`config.mk`:
```
export PLATFORM = sky130hd
export DESIGN_NAME = hbp_ram
export DESIGN_NICKNAME = d
export VERILOG_FILES = /design/src/rtl/hbp_ram.sv
export SDC_FILE = /design/constraint.sdc
export NUM_CORES = 1
export LEC_CHECK = 0
export BUFFER_PORTS_ARGS = -buffer_cell sky130_fd_sc_hd__clkbuf_2
export CAP_MARGIN = 0
export CORE_ASPECT_RATIO = 2
export CORE_MARGIN = 2
export CORE_UTILIZATION = 40
export CTS_BUF_LIST = sky130_fd_sc_hd__clkbuf_2 sky130_fd_sc_hd__clkbuf_4 sky130_fd_sc_hd__clkbuf_8
export DETAILED_ROUTE_END_ITERATION = 8
export PLACE_DENSITY_LB_ADDON = 0.12
export SLEW_MARGIN = 20
export SYNTH_ARGS = -nofsm -noshare
export SYNTH_HDL_FRONTEND = slang
export SYNTH_SLANG_ARGS = --single-unit
```
`constraint.sdc`:
```
create_clock -name clk_i -period 1.7 [get_ports clk_i]
set_input_delay 0 -clock clk_i [delete_from_list [all_inputs] [get_ports clk_i]]
set_output_delay 0 -clock clk_i [all_outputs]
set_load 0.02 [all_outputs]
```
`src/rtl/hbp_ram.sv`:
```
// generic simple dual-port ram, one write and one registered read port
// no dependencies
module hbp_ram #(
  parameter int unsigned WIDTH = 2,
  parameter int unsigned DEPTH = 16
) (
  input  logic                     clk_i,
  input  logic                     we_i,
  input  logic [$clog2(DEPTH)-1:0] waddr_i,
  input  logic [WIDTH-1:0]         wdata_i,
  input  logic [$clog2(DEPTH)-1:0] raddr_i,
  output logic [WIDTH-1:0]         rdata_o
);

  logic [WIDTH-1:0] mem_q [DEPTH];
  logic [WIDTH-1:0] rdata_q;

  always_ff @(posedge clk_i) begin
    if (we_i) begin
      mem_q[waddr_i] <= wdata_i;
    end
    rdata_q <= mem_q[raddr_i];
  end

  assign rdata_o = rdata_q;

endmodule

```
==> impl_summary.txt <==
----------------------------------------------------
[Floorplan]
  Core footprint ... around 0.0033 sq mm
  Width of the chip ... roughly 46 microns
  Ports placed on the boundary ... 14
  Row cnt ... 30
  Effective utilization at floorplan ... 41.3%
  Vert. Die Dim ... between 80 and 90 microns
  Die Footprint ... approximately 0.004 sq mm

[Routing]
  Number of detailed-route iterations in the first pass ... 4
  Detail-routed via count per cell ... 5.54
  WL final ... approximately 2300 microns
  DRC violations left ... 0
  Drt initial violations ... 26
  Via total after detailed routing ... 715
  Avg WL per Cell ... 18.1 microns
  Antenna viol nets, final ... 0

[Global route]
  Global-route usage over all layers ... between 10% and 20%
  Largest net degree at the start of global routing ... 17
  Number of global-route vias before repair ... ~800
  Met2 usage ... 24.1%
  Global-route layer with the greatest usage ... met2
  Total gr overflow ... 0
  Antenna violations before repair ... 0
  Met3 Track Usage GR ... 3.11%
  Global routing usage on met1 ... between 10% and 20%
  Global-route wire length before repair ... 3800 microns

[Place]
  Placed wire-length estimate after detailed placement ... roughly 1800 microns
  Placed standard-cell area ... approximately 0.0015 sq mm
  Gpl congestion ... between 0.6 and 0.7
  PortBufs ... 13
  Post-placement setup slack ... around 440 ps

[Clocking]
  Cts bufs inserted ... 5
  Clock network latency to the later pin of the worst-skew pair ... roughly 280 ps
  Number of sinks handled by clock tree synthesis ... 34
  TritonCTS clock tree ... built
  Count of H-tree levels built during CTS ... 2
  Root Driver ... sky130_fd_sc_hd__clkbuf_8
  Buffer levels on the longest clock path ... 2
  Hold bufs inserted after CTS ... 0
  Clk slew on worst S/H paths ... ~70 ps
  Number of gates resized after CTS ... 0
  Buffers inserted during post-CTS setup optimization ... 0

[Worst hold path]
  Hold path startpoint ... raddr_i[2]
  Number of stages on the worst hold path ... 3
  Type of the worst min-delay path ... in2reg
  Worst hold endpoint ... rdata_o[1]$_DFF_P_

[Outcome]
  Result of the run ... complete, no violations

[STA]
  RSZ-0062 raised after global routing ... false
  Worst Max-Slew Pin Slew ... ~420 ps
  Tcrit/Tclk final ... about three quarters
  Final critical-path required period ... roughly 1300 ps
  Hold violation count in the final report ... 0
  Setup slack of the critical path after layout ... roughly 440 ps
  Peak Freq ... 791 MHz
  # setup viols final ... 0
  Max Slew Vio Count ... 0
  Worst-case headroom to the max-slew limit ... just over 70%
  Total negative setup slack ... 0 ps
  Clock tree skew after final layout ... approximately 3.7 ps

[Logic synthesis]
  Synth top area cells ... sky130_fd_sc_hd__edfxtp_1, sky130_fd_sc_hd__mux4_1, sky130_fd_sc_hd__mux4_2
  Count of different cell masters after synthesis ... 15
  Count of flip-flops with a built-in enable after synthesis ... 32
  Leading register cell type out of synthesis ... sky130_fd_sc_hd__edfxtp_1
  Leading area contributor after synthesis ... sky130_fd_sc_hd__edfxtp_1
  Most frequent cells after synthesis ... sky130_fd_sc_hd__edfxtp_1, sky130_fd_sc_hd__nor2_1, sky130_fd_sc_hd__nand3_1
  Net count after synthesis ... 90
  Syn Inst Count ... 78
  Top cell type's share of synthesized area ... between 60% and 70%
  Yosys warnings ... 0
  Post-synthesis average cell area ... roughly 18 sq um
  Share of the yosys chip area belonging to registers ... between 70 and 80%
  Yosys reg bits ... 34
  Share of flip-flops with an asynchronous set or reset ... 0%
  Total standard cell area after synthesis ... 0.00138 sq mm
  Cell with the most instances after synthesis ... sky130_fd_sc_hd__edfxtp_1

[Worst setup path]
  CP arrival ... roughly 1400 ps
  Cell-by-cell trace of the critical path ... mux4_2 -> a22oi_1 -> nand3_1
  Kind of capture point of the worst setup path ... flop
  Largest fanout on the critical path ... 1
  Worst R2R End ... rdata_o[1]$_DFF_P_
  Family of cells with the greatest summed delay on the critical path ... multiplexers
  Required time reported for the critical path endpoint ... around 1900 ps
  Kind of start point of the critical path ... flop
  Standard cell with the maximum stage delay on the critical path ... sky130_fd_sc_hd__mux4_2
  Reg-to-reg startpoint ... mem_q[3][1]$_DFFE_PP_
  Depth of the most critical reg-to-reg path ... 3
  Type of the setup path with the least slack ... reg2reg
  Crit path buf inv count ... 0
  Slack of the worst reg-to-reg path ... ~440 ps
  Max stage delay on crit path ... roughly 480 ps

[Pwr]
  Total power after layout ... about 0.0016 W
  Leakage power ... 0.528 nW
  Worst IR drop on VDD ... between 0.0007 and 0.0008 V
  Power density cells ... slightly above 1000 mW/mm^2

[Finish]
  Post-route standard cell area excluding fillers ... about 0.0016 sq mm
  Share of cells above drive strength 1 ... between 20% and 30%
  Diode count ... 0
  Area growth from synthesis to final layout ... 12.7%
  Total Nets Final ... 108

[Run]
  Number of maximum-capacitance constraint violations ... 0

----------------------------------------------------
==> worst max-delay path by stage <==
stage | from | end | cells past startpoint
after global routing | mem_q[3][1]$_DFFE_PP_ | rdata_o[1]$_DFF_P_ | 3
after CTS | mem_q[3][1]$_DFFE_PP_ | rdata_o[1]$_DFF_P_ | 3
after detailed placement | mem_q[3][1]$_DFFE_PP_ | rdata_o[1]$_DFF_P_ | 3
after floorplan | mem_q[3][1]$_DFFE_PP_ | rdata_o[1]$_DFF_P_ | 3
final | mem_q[3][1]$_DFFE_PP_ | rdata_o[1]$_DFF_P_ | 3
after global placement | mem_q[3][1]$_DFFE_PP_ | rdata_o[1]$_DFF_P_ | 3
==> registers in the layout (all words and copies together), names as in the netlist <==
name / count
rdata_o: 2
mem_q: 32
==> report_power, final <==
part	total (W)	switching [W]	internal (W)
Clock	0.000555	0.000258	0.000297
Combinational	0.000105	0.0000614	0.0000435
Sequential	0.000942	0.00000488	0.000937
Total	0.00160	0.000324	0.00128
==> tightest hold or removal path: cells and delay by family <==
family,cells,cell delay (ps)
AND/OR/NAND/NOR,2,160
buffers and inverters,1,120
==> final cells by class <==
type	instances	area, sq um
well taps	32	40.0
flip-flops and latches	34	1000
multi-input cells	42	364
repair buffers	13	65.1
clock inverters	2	8.76
clock buffers	6	76.3
fillers	301	1790
==> layer usage <==
layer / part of all wire, % / wire, microns
met1: 36 / 844
met2: 57 / 1330
met3: 3.7 / 86
met4: 3.2 / 74
met5: 0 / 0
==> cell families (layout without fill, tap and decap cells) <==
group / after synthesis / in the layout / synth area share [%]
buffers and inverters: 2 / 21 / 1.09
muxes: 8 / 8 / 14.1
DFF: 34 / 34 / 72.5
AOI/OAI and AO/OA: 2 / 2 / 1.09
and+or+nand+nor: 32 / 32 / 11.2
==> cell usage in the layout (no fill, tap or decap) <==
cell	n
sky130_fd_sc_hd__mux4_1	4
sky130_fd_sc_hd__clkbuf_4	1
sky130_fd_sc_hd__edfxtp_1	32
sky130_fd_sc_hd__nor2_1	13
sky130_fd_sc_hd__nand2_1	3
sky130_fd_sc_hd__clkinv_2	1
sky130_fd_sc_hd__clkbuf_8	5
sky130_fd_sc_hd__a22oi_1	2
sky130_fd_sc_hd__nor3_1	4
sky130_fd_sc_hd__or3b_2	1
sky130_fd_sc_hd__clkbuf_2	13
sky130_fd_sc_hd__nand2b_1	2
sky130_fd_sc_hd__nand3_1	5
sky130_fd_sc_hd__dfxtp_1	2
sky130_fd_sc_hd__nor2b_1	2
sky130_fd_sc_hd__clkinv_1	1
sky130_fd_sc_hd__mux4_2	4
sky130_fd_sc_hd__nand3b_1	2
==> metrics by stage <==
stage                     instances  hold WS, ps  util (%)
after global placement          121          318      44.0
final                           129         30.8      46.6
after detailed placement        121          321      44.0
after floorplan                  78         98.9         -
after CTS                       129         30.7      46.6
after global routing            129         62.3      46.6
No activity file was read; power rests on OpenSTA's default activity.
